<file path="src/sv/sensor_packet_framer_assert.svh">
// assertion macros for the sensor packet framer
`ifndef SENSOR_PACKET_FRAMER_ASSERT_SVH
`define SENSOR_PACKET_FRAMER_ASSERT_SVH

`ifndef SYNTH
// implication checked on every rising clock edge outside reset
`define SPF_ASSERT(lbl, prop) \
  lbl: assert property (@(posedge clk_i) disable iff (!rst_ni) prop) \
    else $error("sensor_packet_framer: assertion failed");
// condition that must never be true outside reset
`define SPF_NEVER(lbl, cond) \
  lbl: assert property (@(posedge clk_i) disable iff (!rst_ni) !(cond)) \
    else $error("sensor_packet_framer: forbidden condition seen");
`else
`define SPF_ASSERT(lbl, prop)
`define SPF_NEVER(lbl, cond)
`endif

`endif

</file>
<file path="src/sv/spf_pkg.sv">
`timescale 1ns / 1ps
`default_nettype none

package spf_pkg;

  localparam int unsigned SENSOR_COUNT = 8;
  localparam int unsigned SEED_COUNT   = 5;
  localparam int unsigned SEED_REGS    = 5;
  localparam int unsigned MAX_WIDTH    = 32;

  localparam logic [15:0] CRC_POLY = 16'h1021;
  localparam logic [15:0] CRC_TOP  = 16'h8000;

  localparam int unsigned IDX_W        = (SENSOR_COUNT > 1) ? $clog2(SENSOR_COUNT) : 1;
  localparam int unsigned SEED_IDX_W   = (SEED_REGS > 1) ? $clog2(SEED_REGS) : 1;
  localparam int unsigned BITMAP_BYTES = (SENSOR_COUNT + 7) / 8;
  localparam int unsigned BMP_BITS     = BITMAP_BYTES * 8;
  localparam int unsigned BMP_IDX_W    = (BITMAP_BYTES > 1) ? $clog2(BITMAP_BYTES) : 1;
  localparam int unsigned ACC_W        = MAX_WIDTH + 8;
  localparam int unsigned CNT_W        = $clog2(ACC_W);

  localparam int unsigned QUEUE_DEPTH = 2;
  localparam int unsigned Q_PTR_W     = (QUEUE_DEPTH > 1) ? $clog2(QUEUE_DEPTH) : 1;
  localparam int unsigned Q_CNT_W     = $clog2(QUEUE_DEPTH + 1);

  localparam int unsigned CFG_IDX_W  = 3;
  localparam int unsigned CFG_DATA_W = 32;

  typedef enum logic [CFG_IDX_W-1:0] {
    CFG_SENTINEL   = 3'd0,
    CFG_SEED_ZERO  = 3'd1,
    CFG_SEED_ONE   = 3'd2,
    CFG_SEED_TWO   = 3'd3,
    CFG_SEED_THREE = 3'd4,
    CFG_SEED_FOUR  = 3'd5
  } cfg_idx_e;

  typedef enum logic [1:0] {
    SEC_BITMAP = 2'd0,
    SEC_BODY   = 2'd1,
    SEC_CRC    = 2'd2
  } section_e;

  typedef enum logic [2:0] {
    ST_COLLECT,
    ST_START,
    ST_BITMAP,
    ST_BODY,
    ST_CRC_LO,
    ST_CRC_HI
  } back_state_e;

  typedef struct packed {
    logic [5:0]  field_width;
    logic [31:0] sensor_value;
  } in_item_t;

  typedef struct packed {
    logic [7:0] out_byte;
    section_e   section;
    logic       last_byte;
  } out_item_t;

  // classified record as it travels from the front to the back
  typedef struct packed {
    logic [5:0]  width;
    logic [31:0] value;
    logic        last;
  } rec_t;

  typedef struct packed {
    logic [31:0]                 sentinel;
    logic [SEED_REGS-1:0][15:0] seeds;
  } cfg_t;

  function automatic logic [15:0] crc_step(input logic [15:0] crc, input logic [7:0] data);
    logic [15:0] c;
    c = crc ^ {data, 8'h00};
    for (int b = 0; b < 8; b++) begin
      if ((c & CRC_TOP) != 16'h0000) begin
        c = (c << 1) ^ CRC_POLY;
      end else begin
        c = c << 1;
      end
    end
    return c;
  endfunction

endpackage

`default_nettype wire

</file>
<file path="src/sv/spf_queue.sv">
`timescale 1ns / 1ps
`default_nettype none

module spf_queue (
  input  wire logic         clk_i,
  input  wire logic         rst_ni,
  input  wire logic         push_i,
  input  wire spf_pkg::rec_t push_data_i,
  output logic              full_o,
  input  wire logic         pop_i,
  output logic              empty_o,
  output spf_pkg::rec_t     pop_data_o
);
  import spf_pkg::*;

  rec_t               mem_q [QUEUE_DEPTH];
  logic [Q_PTR_W-1:0] wr_ptr_q, wr_ptr_d;
  logic [Q_PTR_W-1:0] rd_ptr_q, rd_ptr_d;
  logic [Q_CNT_W-1:0] cnt_q, cnt_d;
  logic               do_push, do_pop;

  assign full_o     = (cnt_q == Q_CNT_W'(QUEUE_DEPTH));
  assign empty_o    = (cnt_q == '0);
  assign pop_data_o = mem_q[rd_ptr_q];
  assign do_push    = push_i && !full_o;
  assign do_pop     = pop_i && !empty_o;

  always_comb begin
    wr_ptr_d = wr_ptr_q;
    rd_ptr_d = rd_ptr_q;
    cnt_d    = cnt_q;
    if (do_push) begin
      wr_ptr_d = (wr_ptr_q == Q_PTR_W'(QUEUE_DEPTH - 1)) ? '0 : wr_ptr_q + 1'b1;
    end
    if (do_pop) begin
      rd_ptr_d = (rd_ptr_q == Q_PTR_W'(QUEUE_DEPTH - 1)) ? '0 : rd_ptr_q + 1'b1;
    end
    if (do_push && !do_pop) begin
      cnt_d = cnt_q + 1'b1;
    end else if (do_pop && !do_push) begin
      cnt_d = cnt_q - 1'b1;
    end
  end

  always_ff @(posedge clk_i or negedge rst_ni) begin
    if (!rst_ni) begin
      wr_ptr_q <= '0;
      rd_ptr_q <= '0;
      cnt_q    <= '0;
    end else begin
      wr_ptr_q <= wr_ptr_d;
      rd_ptr_q <= rd_ptr_d;
      cnt_q    <= cnt_d;
    end
  end

  always_ff @(posedge clk_i) begin
    if (do_push) begin
      mem_q[wr_ptr_q] <= push_data_i;
    end
  end

endmodule

`default_nettype wire

</file>
<file path="src/sv/spf_front.sv">
`timescale 1ns / 1ps
`default_nettype none

module spf_front (
  input  wire logic             clk_i,
  input  wire logic             rst_ni,
  input  wire logic             start_i,
  input  wire spf_pkg::in_item_t in_i,
  output logic                  busy_o,
  input  wire logic             q_full_i,
  output logic                  q_push_o,
  output spf_pkg::rec_t         q_rec_o
);
  import spf_pkg::*;

  logic [IDX_W-1:0] rec_cnt_q, rec_cnt_d;
  logic [5:0]       width_sat;
  logic             accept;
  logic             is_last;

  assign busy_o   = q_full_i;
  assign accept   = start_i && !q_full_i;
  assign q_push_o = accept;
  assign is_last  = (rec_cnt_q == IDX_W'(SENSOR_COUNT - 1));

  // widths above the word saturate, the raw value is kept for the presence test
  always_comb begin
    width_sat  = (in_i.field_width > 6'(MAX_WIDTH)) ? 6'(MAX_WIDTH) : in_i.field_width;
    q_rec_o.width = width_sat;
    q_rec_o.value = in_i.sensor_value;
    q_rec_o.last  = is_last;
  end

  always_comb begin
    rec_cnt_d = rec_cnt_q;
    if (accept) begin
      rec_cnt_d = is_last ? '0 : rec_cnt_q + 1'b1;
    end
  end

  always_ff @(posedge clk_i or negedge rst_ni) begin
    if (!rst_ni) begin
      rec_cnt_q <= '0;
    end else begin
      rec_cnt_q <= rec_cnt_d;
    end
  end

endmodule

`default_nettype wire

</file>
<file path="src/sv/spf_back.sv">
`timescale 1ns / 1ps
`default_nettype none

module spf_back (
  input  wire logic          clk_i,
  input  wire logic          rst_ni,
  input  wire spf_pkg::cfg_t cfg_i,
  input  wire logic          q_empty_i,
  input  wire spf_pkg::rec_t q_data_i,
  output logic               q_pop_o,
  output logic               out_strobe_o,
  output spf_pkg::out_item_t out_o
);
  import spf_pkg::*;

  back_state_e state_q, state_d;

  logic [5:0]  width_q [SENSOR_COUNT];
  logic [31:0] value_q [SENSOR_COUNT];
  logic        st_we;

  logic [IDX_W-1:0]      wr_ptr_q, wr_ptr_d;
  logic [IDX_W-1:0]      sens_q, sens_d;
  logic                  body_done_q, body_done_d;
  logic [SENSOR_COUNT-1:0] pres_q, pres_d;
  logic [BMP_BITS-1:0]   bmp_q, bmp_d;
  logic [BMP_IDX_W-1:0]  bmp_cnt_q, bmp_cnt_d;
  logic [ACC_W-1:0]      acc_q, acc_d;
  logic [CNT_W-1:0]      cnt_q, cnt_d;
  logic [15:0]           crc_q, crc_d;
  logic [SEED_IDX_W-1:0] seed_idx_q, seed_idx_d;
  logic                  strobe_q, strobe_d;
  out_item_t             out_q, out_d;

  logic                  emit;
  logic [7:0]            emit_byte;
  section_e              emit_sec;
  logic                  emit_last;
  logic [ACC_W-1:0]      acc_shr;
  logic [2:0]            flush_sh;
  logic [31:0]           body_val;

  assign out_strobe_o = strobe_q;
  assign out_o        = out_q;

  // next state
  always_comb begin
    state_d = state_q;
    unique case (state_q)
      ST_COLLECT: begin
        if (!q_empty_i && q_data_i.last) state_d = ST_START;
      end
      ST_START:  state_d = ST_BITMAP;
      ST_BITMAP: begin
        if (bmp_cnt_q == BMP_IDX_W'(BITMAP_BYTES - 1)) state_d = ST_BODY;
      end
      ST_BODY: begin
        if (body_done_q && (cnt_q < CNT_W'(8))) state_d = ST_CRC_LO;
      end
      ST_CRC_LO: state_d = ST_CRC_HI;
      ST_CRC_HI: state_d = ST_COLLECT;
      default:   state_d = ST_COLLECT;
    endcase
  end

  // datapath and outputs
  always_comb begin
    wr_ptr_d    = wr_ptr_q;
    sens_d      = sens_q;
    body_done_d = body_done_q;
    pres_d      = pres_q;
    bmp_d       = bmp_q;
    bmp_cnt_d   = bmp_cnt_q;
    acc_d       = acc_q;
    cnt_d       = cnt_q;
    crc_d       = crc_q;
    seed_idx_d  = seed_idx_q;
    q_pop_o     = 1'b0;
    st_we       = 1'b0;
    emit        = 1'b0;
    emit_byte   = '0;
    emit_sec    = SEC_BITMAP;
    emit_last   = 1'b0;
    acc_shr     = acc_q >> (cnt_q - CNT_W'(8));
    flush_sh    = 3'(4'd8 - cnt_q[3:0]);
    // only the low width bits of a value are packed
    body_val    = value_q[sens_q] & 32'((33'd1 << width_q[sens_q]) - 33'd1);

    unique case (state_q)
      ST_COLLECT: begin
        if (!q_empty_i) begin
          q_pop_o  = 1'b1;
          st_we    = 1'b1;
          wr_ptr_d = q_data_i.last ? '0 : wr_ptr_q + 1'b1;
        end
      end
      ST_START: begin
        crc_d      = cfg_i.seeds[seed_idx_q];
        seed_idx_d = (seed_idx_q == SEED_IDX_W'(SEED_COUNT - 1)) ? '0 : seed_idx_q + 1'b1;
        bmp_d      = '0;
        for (int i = 0; i < SENSOR_COUNT; i++) begin
          pres_d[i]              = (value_q[i] != cfg_i.sentinel);
          bmp_d[BMP_BITS - 1 - i] = (value_q[i] != cfg_i.sentinel);
        end
        bmp_cnt_d   = '0;
        sens_d      = '0;
        body_done_d = 1'b0;
        acc_d       = '0;
        cnt_d       = '0;
      end
      ST_BITMAP: begin
        emit      = 1'b1;
        emit_byte = bmp_q[BMP_BITS-1 -: 8];
        emit_sec  = SEC_BITMAP;
        bmp_d     = bmp_q << 8;
        bmp_cnt_d = bmp_cnt_q + 1'b1;
      end
      ST_BODY: begin
        if (cnt_q >= CNT_W'(8)) begin
          // a whole byte is waiting in the accumulator
          emit      = 1'b1;
          emit_byte = acc_shr[7:0];
          emit_sec  = SEC_BODY;
          cnt_d     = cnt_q - CNT_W'(8);
        end else if (!body_done_q) begin
          // absent sensors are skipped, present ones append their bits
          if (pres_q[sens_q]) begin
            acc_d = (acc_q << width_q[sens_q]) | ACC_W'(body_val);
            cnt_d = cnt_q + CNT_W'(width_q[sens_q]);
          end
          if (sens_q == IDX_W'(SENSOR_COUNT - 1)) begin
            body_done_d = 1'b1;
          end else begin
            sens_d = sens_q + 1'b1;
          end
        end else if (cnt_q != '0) begin
          // zero padded tail byte
          emit      = 1'b1;
          emit_byte = acc_q[7:0] << flush_sh;
          emit_sec  = SEC_BODY;
          cnt_d     = '0;
        end
      end
      ST_CRC_LO: begin
        emit      = 1'b1;
        emit_byte = crc_q[7:0];
        emit_sec  = SEC_CRC;
      end
      ST_CRC_HI: begin
        emit      = 1'b1;
        emit_byte = crc_q[15:8];
        emit_sec  = SEC_CRC;
        emit_last = 1'b1;
      end
      default: begin
      end
    endcase

    if (emit && (emit_sec != SEC_CRC)) begin
      crc_d = crc_step(crc_q, emit_byte);
    end
    strobe_d = emit;
    out_d    = out_q;
    if (emit) begin
      out_d.out_byte  = emit_byte;
      out_d.section   = emit_sec;
      out_d.last_byte = emit_last;
    end
  end

  always_ff @(posedge clk_i or negedge rst_ni) begin
    if (!rst_ni) begin
      state_q     <= ST_COLLECT;
      wr_ptr_q    <= '0;
      sens_q      <= '0;
      body_done_q <= 1'b0;
      bmp_cnt_q   <= '0;
      cnt_q       <= '0;
      crc_q       <= '0;
      seed_idx_q  <= '0;
      strobe_q    <= 1'b0;
    end else begin
      state_q     <= state_d;
      wr_ptr_q    <= wr_ptr_d;
      sens_q      <= sens_d;
      body_done_q <= body_done_d;
      bmp_cnt_q   <= bmp_cnt_d;
      cnt_q       <= cnt_d;
      crc_q       <= crc_d;
      seed_idx_q  <= seed_idx_d;
      strobe_q    <= strobe_d;
    end
  end

  always_ff @(posedge clk_i) begin
    pres_q <= pres_d;
    bmp_q  <= bmp_d;
    acc_q  <= acc_d;
    out_q  <= out_d;
    if (st_we) begin
      width_q[wr_ptr_q] <= q_data_i.width;
      value_q[wr_ptr_q] <= q_data_i.value;
    end
  end

endmodule

`default_nettype wire

</file>
<file path="src/sv/sensor_packet_framer.sv">
`timescale 1ns / 1ps
`default_nettype none
// channel   | ports                               | handshake
// ----------+-------------------------------------+-------------------------------------
// request   | in_i (field_width, sensor_value)    | taken when start_i high, busy_o low
// result    | out_o (out_byte, section, last_byte)| out_strobe_o, one cycle, no stall
// config    | cfg_we_i, cfg_idx_i, cfg_wdata_i    | written on any edge with cfg_we_i
//
// a request is classified in the front (width saturation, packet close tag)
// and is pushed straight into a two-entry queue; the back drains the
// queue into the record store at one request per cycle while collecting
// a packet of N = 8 requests, then opens it (seed load, bitmap), sends the
// bitmap bytes, packs the present sensors in turn, sending body bytes as
// the accumulator fills and a zero padded tail byte unless the body ends on
// a byte boundary, then the two crc bytes; at most one byte per cycle
// reset is asynchronous and clears control state; the record store is not cleared
// results cannot be held off; busy_o rises only when the queue is full while
// the back end is busy emitting a packet

module sensor_packet_framer (
  input  wire logic                             clk_i,
  input  wire logic                             rst_ni,
  input  wire logic                             start_i,
  input  wire spf_pkg::in_item_t                in_i,
  output logic                                  busy_o,
  output logic                                  out_strobe_o,
  output spf_pkg::out_item_t                    out_o,
  input  wire logic                             cfg_we_i,
  input  wire logic [spf_pkg::CFG_IDX_W-1:0]    cfg_idx_i,
  input  wire logic [spf_pkg::CFG_DATA_W-1:0]   cfg_wdata_i
);
  import spf_pkg::*;

  `include "sensor_packet_framer_assert.svh"

  // configuration registers
  cfg_t cfg_q, cfg_d;

  // front to queue to back
  logic q_full, q_empty, q_push, q_pop;
  rec_t q_in_rec, q_out_rec;

  always_comb begin
    cfg_d = cfg_q;
    if (cfg_we_i) begin
      // indexes past the last seed are ignored
      case (cfg_idx_i)
        CFG_SENTINEL:   cfg_d.sentinel = cfg_wdata_i;
        CFG_SEED_ZERO:  cfg_d.seeds[0] = cfg_wdata_i[15:0];
        CFG_SEED_ONE:   cfg_d.seeds[1] = cfg_wdata_i[15:0];
        CFG_SEED_TWO:   cfg_d.seeds[2] = cfg_wdata_i[15:0];
        CFG_SEED_THREE: cfg_d.seeds[3] = cfg_wdata_i[15:0];
        CFG_SEED_FOUR:  cfg_d.seeds[4] = cfg_wdata_i[15:0];
        default: begin
        end
      endcase
    end
  end

  always_ff @(posedge clk_i or negedge rst_ni) begin
    if (!rst_ni) begin
      cfg_q.sentinel <= '1;
      cfg_q.seeds    <= '1;
    end else begin
      cfg_q <= cfg_d;
    end
  end

  // front: takes requests and classifies them
  spf_front u_front (
    .clk_i    (clk_i),
    .rst_ni   (rst_ni),
    .start_i  (start_i),
    .in_i     (in_i),
    .busy_o   (busy_o),
    .q_full_i (q_full),
    .q_push_o (q_push),
    .q_rec_o  (q_in_rec)
  );

  // short queue so front and back stall independently
  spf_queue u_queue (
    .clk_i       (clk_i),
    .rst_ni      (rst_ni),
    .push_i      (q_push),
    .push_data_i (q_in_rec),
    .full_o      (q_full),
    .pop_i       (q_pop),
    .empty_o     (q_empty),
    .pop_data_o  (q_out_rec)
  );

  // back: record store, bit packer and crc
  spf_back u_back (
    .clk_i        (clk_i),
    .rst_ni       (rst_ni),
    .cfg_i        (cfg_q),
    .q_empty_i    (q_empty),
    .q_data_i     (q_out_rec),
    .q_pop_o      (q_pop),
    .out_strobe_o (out_strobe_o),
    .out_o        (out_o)
  );

  // final byte of a packet is always a crc byte
  `SPF_ASSERT(a_last_is_crc, out_strobe_o && out_o.last_byte |-> out_o.section == SEC_CRC)
  // low crc byte is followed directly by the high one
  `SPF_ASSERT(a_crc_pair, out_strobe_o && out_o.section == SEC_CRC && !out_o.last_byte |=> out_strobe_o && out_o.last_byte)
  // a packet end leaves a gap before anything else is sent
  `SPF_ASSERT(a_gap_after_last, out_strobe_o && out_o.last_byte |=> !out_strobe_o)

endmodule

`default_nettype wire

</file>
<file path="config.mk">
export PLATFORM = sky130hd
export DESIGN_NAME = sensor_packet_framer
export DESIGN_NICKNAME = d
export VERILOG_FILES = /design/src/sv/spf_pkg.sv /design/src/sv/spf_queue.sv /design/src/sv/spf_front.sv /design/src/sv/spf_back.sv /design/src/sv/sensor_packet_framer.sv
export VERILOG_INCLUDE_DIRS = /design/src /design/src/sv
export SDC_FILE = /design/constraint.sdc
export NUM_CORES = 1
export LEC_CHECK = 0
export BUFFER_PORTS_ARGS = -buffer_cell sky130_fd_sc_hd__buf_2
export CAP_MARGIN = 10
export CORE_ASPECT_RATIO = 1.1
export CORE_MARGIN = 10
export CORE_UTILIZATION = 55
export DETAILED_ROUTE_END_ITERATION = 8
export GPL_TIMING_DRIVEN = 0
export PLACE_DENSITY = 0.8
export SLEW_MARGIN = 20
export SYNTH_ARGS = -nofsm -noshare
export SYNTH_HDL_FRONTEND = slang
export SYNTH_SLANG_ARGS = --single-unit
</file>
<file path="constraint.sdc">
create_clock -name clk_i -period 6.1 [get_ports clk_i]
set_input_delay 0.305 -clock clk_i [delete_from_list [all_inputs] [get_ports clk_i]]
set_output_delay 0.305 -clock clk_i [all_outputs]
set_load 0.1 [all_outputs]
</file>
# After elaboration in Yosys (flattened, before gate mapping)
# Memory sizes are Yosys's and may differ from the RTL's.
# Cells that the tools add are included.
[word_totals]
register_bits = 223
mem_count = 3
out_inout_bits = 13
ram_bits = 382
input_bits = 77
[memory_table]
columns = ["name", "words", "width", "rd", "rd_ports_with_merged_regs", "write_ports", "line_no", "text"]
rows = [
  ["u_back.value_q", 8, 32, 9, 0, 1, "spf_back.sv:19", "logic [31:0] value_q [SENSOR_COUNT];"],
  ["u_queue.mem_q", 2, 39, 1, 0, 1, "spf_queue.sv:16", "rec_t mem_q [QUEUE_DEPTH];"],
  ["u_back.width_q", 8, 6, 1, 0, 1, "spf_back.sv:18", "logic [5:0] width_q [SENSOR_COUNT];"],
]
[classes]
shift = 4
reduce_logical = 34
eq_ne = 32
muxes = 71
n_addsub = 13
magnitude_cmp = 5
bitwise = 12
[op_table]
columns = ["op", "n"]
rows = [
  ["!= test 32 bit", 8],
  ["2-to-1 mux 16 bit", 10],
  ["2-to-1 mux 40 bit", 3],
  ["2-to-1 mux 13 bit", 8],
  ["case mux 40 bit (2 select lines)", 1],
  ["binary-select mux 16 bit (select 3 bit)", 1],
  ["OR 40 x 32 -> 40 bit", 1],
  ["left shift 40 x 6 -> 40 bit", 1],
  [">> shifter 40 x 6 -> 8 bit", 1],
  ["AND 32 bit", 1],
  ["case mux 8 bit (4 select lines)", 1],
  ["left shift 1 x 6 -> 32 bit, first input constant", 1],
  ["subtractor 32 x 1 -> 32 bit, second input constant", 1],
  ["2-to-1 mux 6 bit", 5],
  ["2-to-1 mux 3 bit", 9],
  ["2-to-1 mux 8 bit", 3],
  ["inverter 3 bit", 8],
  ["== test 3 bit, second input constant", 7],
  ["2-to-1 mux 1 bit", 17],
  ["case mux 8 bit (2 select lines)", 1],
  ["AND reduction 2 bit", 8],
  ["XOR 16 bit", 1],
  ["case mux 3 bit (5 select lines)", 1],
  ["adder 3 x 1 -> 3 bit, second input constant", 4],
  ["35 further kinds", 69],
]

# Longest topological paths before layout
[depth]
word_depth = 31
ltp_mapped = 16
mapped_depth_nobuf = 12

# Hierarchy
# From an unflattened synthesis, not the netlist that was laid out.
[unflattened]
cells_unflattened = 2324
hier_area_um2 = 32738.9
[by_module_without_submodules]
columns = ["module", "seq_area_each_um2", "cells_each", "area_each_um2", "n_inst"]
rows = [
  ["spf_back", 12066.6, 1891, 24718.7, 1],
  ["sensor_packet_framer", 2942.8, 242, 4551.9, 1],
  ["spf_queue", 2442.3, 140, 3007.9, 1],
  ["spf_front", 75.1, 51, 460.4, 1],
]

# Worst setup path before layout
# OpenSTA, ideal clock, no wires.
[synth_path]
path_kind = "register -> register"
start = "register u_back.state_q[0]"
end = "memory u_back.value_q[0][0], enable pin"
n_path_buf = 3
slack_ns = 0.487
required_ns = 5.572
t_arrival_ns = 5.085
synth_period_minus_slack_ns = 5.613
path_stages_with_launch = 7
cell_sequence = "dfrtp_1 > buf_2 > clkbuf_1 > nor4_1 > inv_1 > clkbuf_1 > nor4_1"
[synth_between]
elab_chain_len = 4
[synth_lines]
columns = ["item", "line_no", "text"]
rows = [
  ["start, declared", "spf_back.sv:16", "back_state_e state_q, state_d;"],
  ["start signal, assigned", "spf_back.sv:183", "state_q <= state_d;"],
  ["logical NOT 3 bit", "spf_back.sv:89", "unique case (state_q)"],
  ["2-to-1 mux 1 bit", "spf_back.sv:89", ""],
  ["2-to-1 mux 1 bit", "spf_back.sv:200", "if (st_we) begin"],
  ["2-to-1 mux 1 bit (implied by the code)", "spf_back.sv:202", "value_q[wr_ptr_q] <= q_data_i.value;"],
  ["end, declared", "spf_back.sv:19", ""],
]
# No other way between the ends.

# Worst setup path in the final report
[layout_path]
start = "register u_back.sens_q[1]"
end = "register u_back.acc_q[26] (data pin)"
[layout_between]
elab_chain_len = 9
elab_cells_between_ends = 11
[layout_lines]
columns = ["item", "line_no", "text"]
rows = [
  ["start, declared", "spf_back.sv:23", "logic [IDX_W-1:0] sens_q, sens_d;"],
  ["start signal, assigned", "spf_back.sv:185", "sens_q <= sens_d;"],
  ["memory read (8 x 6 bit)", "-", ""],
  ["left shift 1 x 6 -> 32 bit", "spf_back.sv:87", "body_val = value_q[sens_q] & 32'((33'd1 << width_q[sens_q]) - 33'd1);"],
  ["subtractor 32 x 1 -> 32 bit", "spf_back.sv:87", ""],
  ["AND 32 bit", "spf_back.sv:87", ""],
  ["OR 40 x 32 -> 40 bit *", "spf_back.sv:128", "acc_d = (acc_q << width_q[sens_q]) | ACC_W'(body_val);"],
  ["2-to-1 mux 40 bit *", "spf_back.sv:127", "if (pres_q[sens_q]) begin"],
  ["2-to-1 mux 40 bit *", "spf_back.sv:125", "end else if (!body_done_q) begin"],
  ["2-to-1 mux 40 bit *", "spf_back.sv:119", "if (cnt_q >= CNT_W'(8)) begin"],
  ["case mux 40 bit (2 select lines) *", "spf_back.sv:89", ""],
  ["end signal, assigned", "spf_back.sv:198", "acc_q <= acc_d;"],
  ["end, declared", "spf_back.sv:28", "logic [ACC_W-1:0] acc_q, acc_d;"],
]
# Mark *: on every way between the ends. The rest lies on a longest branch, timed or not. The select of a mux whose other input is x is not followed.
# A chain may end at the register's enable or synchronous reset.

==> impl_results.md <==
- Num rows: 93
- Fmax: ~180 MHz
- Sw frac: 0.265
- CTS tree: yes
- Mapped cell area: approximately 32000 um^2
- Slew Limit Fails: 0
- Final nets: approximately 2.7k
- I/O pin total: 90
- Vias: approximately 23k
- Clock Root Buffer: clkbuf_16
- Drt first pass iters: 8
- N_diodes: 0
- Post-layout util: 0.630
- DP HPWL: 81.0 mm
- Global-route wire length before repair: approximately 160 mm
- Die W: ~250 um
- Gr usage total: 0.312
- Layout cell share with drive strength beyond 1: 0.276
- DRC violations left: 0
- Mapped Cells: about 2.3k
- Buffers on Ports: 87
- Cell accounting for the most synthesized area: edfxtp_1
- CTS Buf Count: 59
- Post-synthesis sequential area ratio: 0.544
- Worst clock skew: ~0.037 ns
- Slew HR: 0.173
- Count of cell types in the netlist: 80
- Crit Path Class: flip-flop to flip-flop
- Die area: 68700 um^2
- WL/cell: between 30 and 40 um
- Post-route minimum period: around 5.4 ns
- NetSw: around 2800 uW
- Post-CTS sizing: 0
- Synth Net Count: 2406
- Final Power: roughly 11000 uW
- Hold Crit Class: input pin to flip-flop
- CP Max Fanout: 10
- Maximum vdd drop: about 0.31 mV
- Final wirelength: about 110 mm
- Synth Flop Type: edfxtp_1
- Mean Syn Cell Area: 13.9 um^2
- Ys Warns: 0
- Final period util: 0.891
- Power Dens Cells: 290 nW/um^2
- CTS sink count: 605
- Top post-synthesis cells by area: edfxtp_1 42%, mux4_2 10%, dfstp_2 9.1%
- Post-synth top area share: 0.418
- Status: completed
- Gp weighted congestion: a little under 1
- Logic gate share of total power: 0.164
- DRT antenna net count: 0
- Initial DRC Count: around 3k
- Max-Cap Viols: 0
- GR Overflow Total: 0
- Max clock buf depth: 3
- Clock transition at path regs: 0.07 ns
- Post-synth EDFFs: 449
- Routed vias/inst: around 6.8
- Synth Register Bits: between 600 and 700
- Asr flop ratio synth: 0.258
- Die Ht: between 200 and 300 um
- H-tree depth: 2
- Final std cells w/o fill: approximately 3.4k
- Vias in the first global route: between 20k and 25k
- Slew @ Worst Pin: roughly 1.2 ns
- Clk pwr share: 0.349
- Cells after DPL: roughly 3.2k
- Sequential share of power: 0.487
- Worst setup EP type: flip-flop
- Worst Path Required: 6.54 ns
- Setup-failing EPs final: 0
- Initial Util: 0.553
- Internal power: 7840 uW
- Worst endpoint data arrival time: around 5.9 ns
- Leak pwr: 0.0126 uW
- Largest net degree at the start of global routing: about 110
- Most numerous cell in the Yosys netlist: edfxtp_1
- Worst skew pair latency: ~0.65 ns
- Initial antenna violation count: 3
- Core outline area: 58300 um^2
- Unrepaired setup endpoints after global routing: false
- Worst setup SP type: flip-flop
- Syn-to-layout area delta: 13.9%
- Final hold viol count: 0
- Top cells by count, synth: 449 x edfxtp_1, 281 x xnor2_1, 177 x mux2i_1
-- path summary, 6_finish.rpt --
check | startpoint | to | slack [ns] | depth (start not counted)
min in group asynchronous | rst_ni | u_queue.cnt_q[0] | 0.21 | 2
worst max-delay path | u_back.sens_q[1] | u_back.acc_q[26] | 0.67 | 15
max in group asynchronous | rst_ni | cfg_q[26] | 5.02 | 3
worst min-delay path | cfg_wdata_i[4] | cfg_q[52] | 0.02 | 2
worst min register to register | u_queue.cnt_q[1] | u_queue.cnt_q[1] | 0.50 | 1
worst max register to register | u_back.sens_q[1] | u_back.acc_q[26] | 0.67 | 15
-- cells in the final DEF (no fill, tap or decap), types with 63 or more instances in the layout --
cell and n:
mux4_2 143, clkbuf_16 63, nand2_1 93, nand4_1 67, edfxtp_1 449, dfstp_2 112
mux2_2 174, nor2_1 103, xnor2_1 281, clkbuf_1 132, mux2i_1 177, buf_2 119
-- critical path: stages, from the launching register on --
cell and delay (ns):
dfrtp_1 0.45, buf_2 0.31, buf_2 0.36, mux4_2 0.35, mux2i_1 0.62, inv_2 0.35, buf_2 0.34, clkbuf_1 0.43
nand3_1 0.19, ha_1 0.32, clkbuf_1 0.51, and3_1 0.26, a31oi_1 0.04, o22ai_1 0.24, o2111ai_1 0.25, o31ai_1 0.18
-- power by group through the flow --
stage | clock network (uW) | registers, uW | logic [uW]
detailed placement | 0 | 5270 | 1690
global route | 3890 | 5230 | 1860
global placement | 0 | 5240 | 1610
finish | 3720 | 5190 | 1750
floorplan | 0 | 5200 | 1170
CTS | 3720 | 5190 | 1740
-- flip-flops by register name, indices dropped and copies added, names as in the netlist, 11 cells and up --
signal	cells
u_back.out_o	11
cfg_q	112
u_back.crc_q	16
u_back.acc_q	40
u_back.value_q	256
u_back.width_q	48
u_queue.mem_q	78
-- timing repair --
action	in CTS	in global routing
setup buffers	0	0
hold buffers	55	0
hold endpoints to repair	160	0
-- per-layer routing --
layer | part of all wire | track usage | vias up | wire (um)
li1 | - | - | 9404 | -
met4 | 0.066 | 0.180 | 4 | 7150
met2 | 0.48 | 0.508 | 1401 | 52000
met5 | 0.00021 | 0 | - | 23
met1 | 0.37 | 0.388 | 11700 | 39800
met3 | 0.086 | 0.0540 | 349 | 9330
-- stage by stage --
stage                     setup WS (ns)  cell area (um^2)  TNS, ns  hold WS, ns
after floorplan                   0.487             32200        0      0.00941
after detailed placement          0.922             34200        0        0.269
after global placement            -4.23             33600  -490.63        0.477
after CTS                         0.846             36700        0      0.00352
after global routing              0.598             36700        0       0.0161
final                             0.666             36700        0       0.0181
-- logic make-up after synthesis --
| logic type | share of synthesized area |
|---|---|
| AO/OA/AOI/OAI | 0.0589 |
| XOR/XNOR | 0.0801 |
| adder cells (fa/ha/maj) | 0.00683 |
| buffers and inverters | 0.0259 |
| flip-flops | 0.544 |
| multiplexers | 0.216 |
| AND/OR/NAND/NOR | 0.0685 |
-- area by class of cell --
cell class / instances / area, um^2
fillers: 4153 / 21600
flip-flops and latches: 605 / 17500
multi-input cells: 1511 / 14000
clock buffers: 85 / 1710
repair buffers: 183 / 1460
well taps: 760 / 951
plain buffers: 171 / 746
clock inverters: 27 / 273
inverters: 25 / 93.8
No activity file was read; power rests on OpenSTA's default activity.
